`src/rtl/assert_macros.svh`:
```
// Assertion macros used by the translator controller (tft_ctrl).
// Depends on nothing; compiled out when SYNTH is defined.
`ifndef ASSERT_MACROS_SVH
`define ASSERT_MACROS_SVH
`ifndef SYNTH
`define ASSERT_IMP(label, clk, rst_n, ante, cons) \
	label: assert property (@(posedge clk) disable iff (!(rst_n)) (ante) |-> (cons)) \
		else $error("implication check failed");
`define ASSERT_NXT(label, clk, rst_n, ante, cons) \
	label: assert property (@(posedge clk) disable iff (!(rst_n)) (ante) |=> (cons)) \
		else $error("next-cycle check failed");
`else
`define ASSERT_IMP(label, clk, rst_n, ante, cons)
`define ASSERT_NXT(label, clk, rst_n, ante, cons)
`endif
`endif

```
`src/rtl/tft_pkg.sv`:
```
// Package for the TLB address translator: widths, payload structs, states.
// Used by every module of the block; depends on nothing.
`timescale 1ns / 1ps
package tft_pkg;
	localparam int ADDR_W      = 32;
	localparam int FRAME_W     = 16;
	localparam int OFF_W       = 16;
	localparam int PS_W        = 17;
	localparam int NP_W        = 9;
	localparam int CNT_W       = 32;
	localparam int TLB_ENTRIES = 4;
	localparam int TLB_IW      = $clog2(TLB_ENTRIES);
	localparam int PAGES       = 256;
	localparam int PT_AW       = $clog2(PAGES);
	localparam int DIV_STEPS   = ADDR_W;
	localparam int DIV_CW      = $clog2(DIV_STEPS);
	localparam int CFG_IW      = 1;
	localparam int CFG_DW      = PS_W;

	localparam logic [PS_W-1:0] PS_RESET = PS_W'(4096);
	localparam logic [PS_W-1:0] PS_MAX   = PS_W'(65536);
	localparam logic [NP_W-1:0] NP_RESET = NP_W'(4);
	localparam logic [NP_W-1:0] NP_MAX   = NP_W'(PAGES);

	localparam logic [CFG_IW-1:0] REG_PAGE_SIZE = 1'b0;
	localparam logic [CFG_IW-1:0] REG_NUM_PAGES = 1'b1;

	localparam logic REQ_TRANSLATE = 1'b0;
	localparam logic REQ_WRITE     = 1'b1;

	typedef struct packed {
		logic               req_type;
		logic [ADDR_W-1:0]  logical_address;
		logic [PT_AW-1:0]   entry_index;
		logic [FRAME_W-1:0] entry_frame;
	} req_t;

	typedef struct packed {
		logic               tlb_hit;
		logic               address_valid;
		logic [ADDR_W-1:0]  page_number;
		logic [OFF_W-1:0]   page_offset;
		logic [FRAME_W-1:0] frame;
		logic [ADDR_W-1:0]  physical_address;
		logic [CNT_W-1:0]   hit_count;
		logic [CNT_W-1:0]   miss_count;
	} rsp_t;

	typedef enum logic [2:0] {
		ST_IDLE,
		ST_DIV,
		ST_LOOK,
		ST_READ,
		ST_MUL,
		ST_FIN,
		ST_WRITE,
		ST_DONE
	} state_t;

	typedef struct packed {
		logic load;
		logic div_step;
		logic lookup;
		logic update;
		logic mul;
		logic fin;
		logic write;
	} cmd_t;

	typedef struct packed {
		logic in_write;
	} sts_t;
endpackage

```
`src/rtl/tft_ctrl.sv`:
```
// Controller FSM of the translator: sequences divide, lookup, table read,
// multiply, result or table write. Depends on tft_pkg, assert_macros.svh.
`timescale 1ns / 1ps
`include "assert_macros.svh"
module tft_ctrl (
	input  logic          clk,
	input  logic          arst_n,
	input  logic          start,
	input  tft_pkg::sts_t sts,
	output tft_pkg::cmd_t cmd,
	output logic          busy,
	output logic          done
);
	import tft_pkg::*;

	state_t             state_q;
	state_t             state_nxt;
	logic [DIV_CW-1:0]  cnt_q;
	logic               last;

	assign last = (cnt_q == DIV_CW'(DIV_STEPS - 1));

	always_ff @(posedge clk or negedge arst_n) begin
		if (!arst_n) begin
			state_q <= ST_IDLE;
			cnt_q   <= '0;
		end else begin
			state_q <= state_nxt;
			if (cmd.load) begin
				cnt_q <= '0;
			end else if (cmd.div_step) begin
				cnt_q <= cnt_q + 1'b1;
			end
		end
	end

	always_comb begin
		state_nxt = state_q;
		unique case (state_q)
			ST_IDLE: begin
				if (start) begin
					state_nxt = sts.in_write ? ST_WRITE : ST_DIV;
				end
			end
			ST_DIV: begin
				if (last) begin
					state_nxt = ST_LOOK;
				end
			end
			ST_LOOK:  state_nxt = ST_READ;
			ST_READ:  state_nxt = ST_MUL;
			ST_MUL:   state_nxt = ST_FIN;
			ST_FIN:   state_nxt = ST_DONE;
			ST_WRITE: state_nxt = ST_DONE;
			ST_DONE:  state_nxt = ST_IDLE;
			default:  state_nxt = ST_IDLE;
		endcase
	end

	always_comb begin
		cmd      = '0;
		cmd.load = (state_q == ST_IDLE) && start;
		unique case (state_q)
			ST_DIV:   cmd.div_step = 1'b1;
			ST_LOOK:  cmd.lookup   = 1'b1;
			ST_READ:  cmd.update   = 1'b1;
			ST_MUL:   cmd.mul      = 1'b1;
			ST_FIN:   cmd.fin      = 1'b1;
			ST_WRITE: cmd.write    = 1'b1;
			default:  cmd.div_step = 1'b0;
		endcase
	end

	assign busy = (state_q != ST_IDLE);
	assign done = (state_q == ST_DONE);

	`ASSERT_NXT(a_done_one_cycle, clk, arst_n, done, !done)
	`ASSERT_NXT(a_start_busy, clk, arst_n, start && !busy, busy)
	`ASSERT_NXT(a_div_exit, clk, arst_n, (state_q == ST_DIV) && last, state_q == ST_LOOK)
	`ASSERT_IMP(a_done_busy, clk, arst_n, done, busy)
endmodule

```
`config.mk`:
```
export PLATFORM = sky130hd
export DESIGN_NAME = tft_ctrl
export DESIGN_NICKNAME = d
export VERILOG_FILES = /design/src/rtl/tft_pkg.sv /design/src/rtl/tft_ctrl.sv
export VERILOG_INCLUDE_DIRS = /design/src /design/src/rtl
export SDC_FILE = /design/constraint.sdc
export NUM_CORES = 1
export LEC_CHECK = 0
export BUFFER_PORTS_ARGS = -buffer_cell sky130_fd_sc_hd__buf_2
export CAP_MARGIN = 30
export CORE_AREA = 2 2 39 41
export CTS_BUF_LIST = sky130_fd_sc_hd__clkbuf_8
export DETAILED_ROUTE_END_ITERATION = 7
export DIE_AREA = 0 0 41 43
export SYNTH_ARGS = -nofsm -noshare
export SYNTH_HDL_FRONTEND = slang
export SYNTH_SLANG_ARGS = --single-unit
```
`constraint.sdc`:
```
create_clock -name clk -period 1.75 [get_ports clk]
set_input_delay 0.175 -clock clk [delete_from_list [all_inputs] [get_ports clk]]
set_output_delay 0.175 -clock clk [all_outputs]
set_load 0.1 [all_outputs]
```
==> results.py <==
metrics = {
    "cells_and_area": {
        "final_area_um2": 679,
        "multiInputGateArea_um2": 284,
        "syn_to_final_growth_pct": 38.2,
        "nFillCells": 134,
        "layout.cells.non_filler": 76,
        "area.sequential_um2": 203,
        "nets": 67,
        "antenna_cells": 0,
        "drive_above_1_share": 0.417,
    },
    "clocking": {
        "cts.clk_slew.worst_paths_ns": 0.05,
        "post-cts-setup-buffer-count": 0,
        "cts_tree": "done",
        "insertion_delay_ns": 0.23,
        "root_buffer": "clkbuf_8",
        "cts.path.max_buffers": 2,
        "cts_buffers": 3,
        "clkSinkCount": 8,
        "cts-htree-levels": 1,
    },
    "placement": {
        "dpl.hpwl_um": 687,
        "place_area_um2": 618,
        "dp.cells": 71,
        "gp_congestion": 0.739,
        "io_buffers": 12,
    },
    "synthesis": {
        "ys_warn_count": 0,
        "synthTopCellsByArea": "dfrtp_1 (41%), ha_1 (5.1%), nor4b_4 (4.8%)",
        "netlist_instances": 45,
        "synth_edf_count": 0,
        "synth-compound-area-share": 0.109,
        "synth_top_family_by_area": "simple AND/OR/NAND/NOR gates",
        "synth.area.mux_share": 0.0433,
        "synthAdderAreaFrac": 0.0509,
        "synthSimpleGateAreaFrac": 0.323,
        "yosysUniqueCellTypes": 26,
        "seq_area_frac_synth": 0.407,
        "synthTopCellsByCount": "dfrtp_1 (8), nor2_1 (5), buf_2 (3)",
        "synth.avg_cell_area_um2": 10.9,
        "synth_most_common_cell": "dfrtp_1",
        "synth-seq-cells": 8,
        "synth_flop_cell": "dfrtp_1",
        "synth_nets": 51,
        "async_flop_share": 1.00,
        "syn_area_um2": 492,
        "synth.top_cell.area_share": 0.407,
        "synth-xor-area-share": 0.0356,
        "synth_largest_area_cell": "dfrtp_1",
    },
    "timing": {
        "final_max_slew_viol_count": 0,
        "fin_worst_skew_ns": 0.00569,
        "tightest_slew_ns": 0.486,
        "finalSetupViolCount": 0,
        "fin_crit_sh": 0.948,
        "hold_viol_final": 0,
        "max_slew_margin": 0.678,
        "post-route-min-period_ns": 1.66,
        "fmax_mhz": 603,
        "rsz0062_at_grt": "false",
    },
    "die": {
        "core_area_um2": 1380,
        "die_y_um": 43,
        "io_pins": 13,
        "dieWidth_um": 41,
        "dieArea_um2": 1760,
        "rows": 14,
        "start_util": 0.355,
    },
    "detailed_routing": {
        "totalWireLength_um": 959,
        "first_pass_iters": 4,
        "vias_per_cell": 4.91,
        "route.detailed.drc": 0,
        "dr.first_iter.drc_count": 3,
        "antenna_left": 0,
        "vias": 373,
        "routedWlPerCell_um": 12.6,
    },
    "worst_setup_path": {
        "cp-end-kind": "output pin",
        "crit_buf_inv": 1,
        "cp-start-kind": "register",
        "path_class": "register to output pin",
        "crit_fanout": 13,
        "cp.required_ns": 1.57,
        "max_stage_delay_ns": 0.61,
        "worst_path_max_delay_cell": "dfrtp_1",
        "crit_chain": "and3b_1, buf_2",
        "path_delay_family": "flip-flops",
        "arrival_ns": 1.48,
    },
    "grt": {
        "grt_max_degree": 15,
        "grt.total_usage": 0.137,
        "grt_pass1_vias": 324,
        "grt_pass1_wl_um": 1480,
        "gr-total-overflow": 0,
        "antenna_found_initial": 0,
    },
    "status": {
        "status": "complete, no violations",
    },
    "run": {
        "max-cap-violations": 0,
    },
    "worst_hold_path": {
        "min_path_type": "input port to register",
    },
}
## placed cells by master (no fill, tap or decap)
master         instances
buf_2                  7
dfrtp_1                6
nor2_1                 4
clkbuf_8               3
buf_12                 3
nand2_1                2
nor2_2                 2
and3b_1                2
and3_1                 2
a22o_1                 2
nand2b_1               2
ha_1                   2
clkbuf_4               2
dfrtp_2                2
nor3b_2                1
nor3b_4                1
or3_1                  1
nor4b_4                1
xor2_1                 1
o31ai_1                1
o21ai_0                1
o31a_1                 1
a22oi_1                1
o21a_1                 1
and4_1                 1
mux2i_1                1
and4bb_2               1
xnor2_1                1
mux2_2                 1
and2_1                 1
inv_1                  1
dlygate4sd3_1          1
buf_4                  1
## through the flow
step / setup WS (ns) / hold WS (ns) / setup TNS [ns] / utilization
6_report: 0.0911 / 0.220 / 0 / 0.491
3_3_place_gp: 0.275 / 0.0281 / 0 / 0.447
3_5_place_dp: 0.268 / 0.0322 / 0 / 0.447
5_1_grt: 0.0357 / 0.227 / 0 / 0.491
2_1_floorplan: -0.334 / -0.121 / -1.54 / -
4_1_cts: 0.0296 / 0.212 / 0 / 0.486
## routing by layer
metal | track usage | vias up | wire length [µm]
met5 | 0 | - | 0
met3 | 0.0628 | 4 | 31
met2 | 0.159 | 5 | 436
met1 | 0.179 | 169 | 455
met4 | 0.120 | 0 | 35
li1 | - | 195 | -
## cell type report
cell class                      count  area share
Tap cell                           16      0.0295
Timing Repair Buffer               14       0.188
Clock inverter                      1     0.00552
Clock buffer                        3      0.0608
Sequential cell                     8       0.298
Multi-Input combinational cell     34       0.418
## registers in the layout, indices dropped and copies added, names as in the netlist
signal	cells
state_q	3
cnt_q	5
## cells by family after synthesis
family / Yosys count
compound gates: 7
xor+xnor: 2
fa+ha+maj: 2
buf+inv: 3
flops: 8
mux: 2
simple gates: 21
## final timing paths
path | cells past startpoint | endpoint | startpoint | slack [ns]
hold / removal | 3 | state_q[2] | sts | 0.22
setup / recovery | 2 | cmd[0] | state_q[1] | 0.09
min in group asynchronous | 2 | cnt_q[2] | arst_n | 0.31
max in group asynchronous | 2 | state_q[0] | arst_n | 1.25
setup reg to reg | 3 | cnt_q[0] | state_q[1] | 0.31
hold reg to reg | 1 | cnt_q[3] | cnt_q[3] | 0.49
## timing repair
item | in CTS | in global routing
endpoints found under the setup margin | 0 | 3
endpoints found under the hold margin | 8 | 0
hold buffers | 1 | 0
gates resized for setup | 0 | 3
## tightest hold or removal path, delay by kind of cell
kind                   cells  cell delay, ns
buffers and inverters      1            0.10
AND/OR/NAND/NOR            1            0.07
AO/OA/AOI/OAI              1            0.06
Power is not shown: default switching activity piles up to over one toggle a cycle in this logic, so the estimate is an artifact.
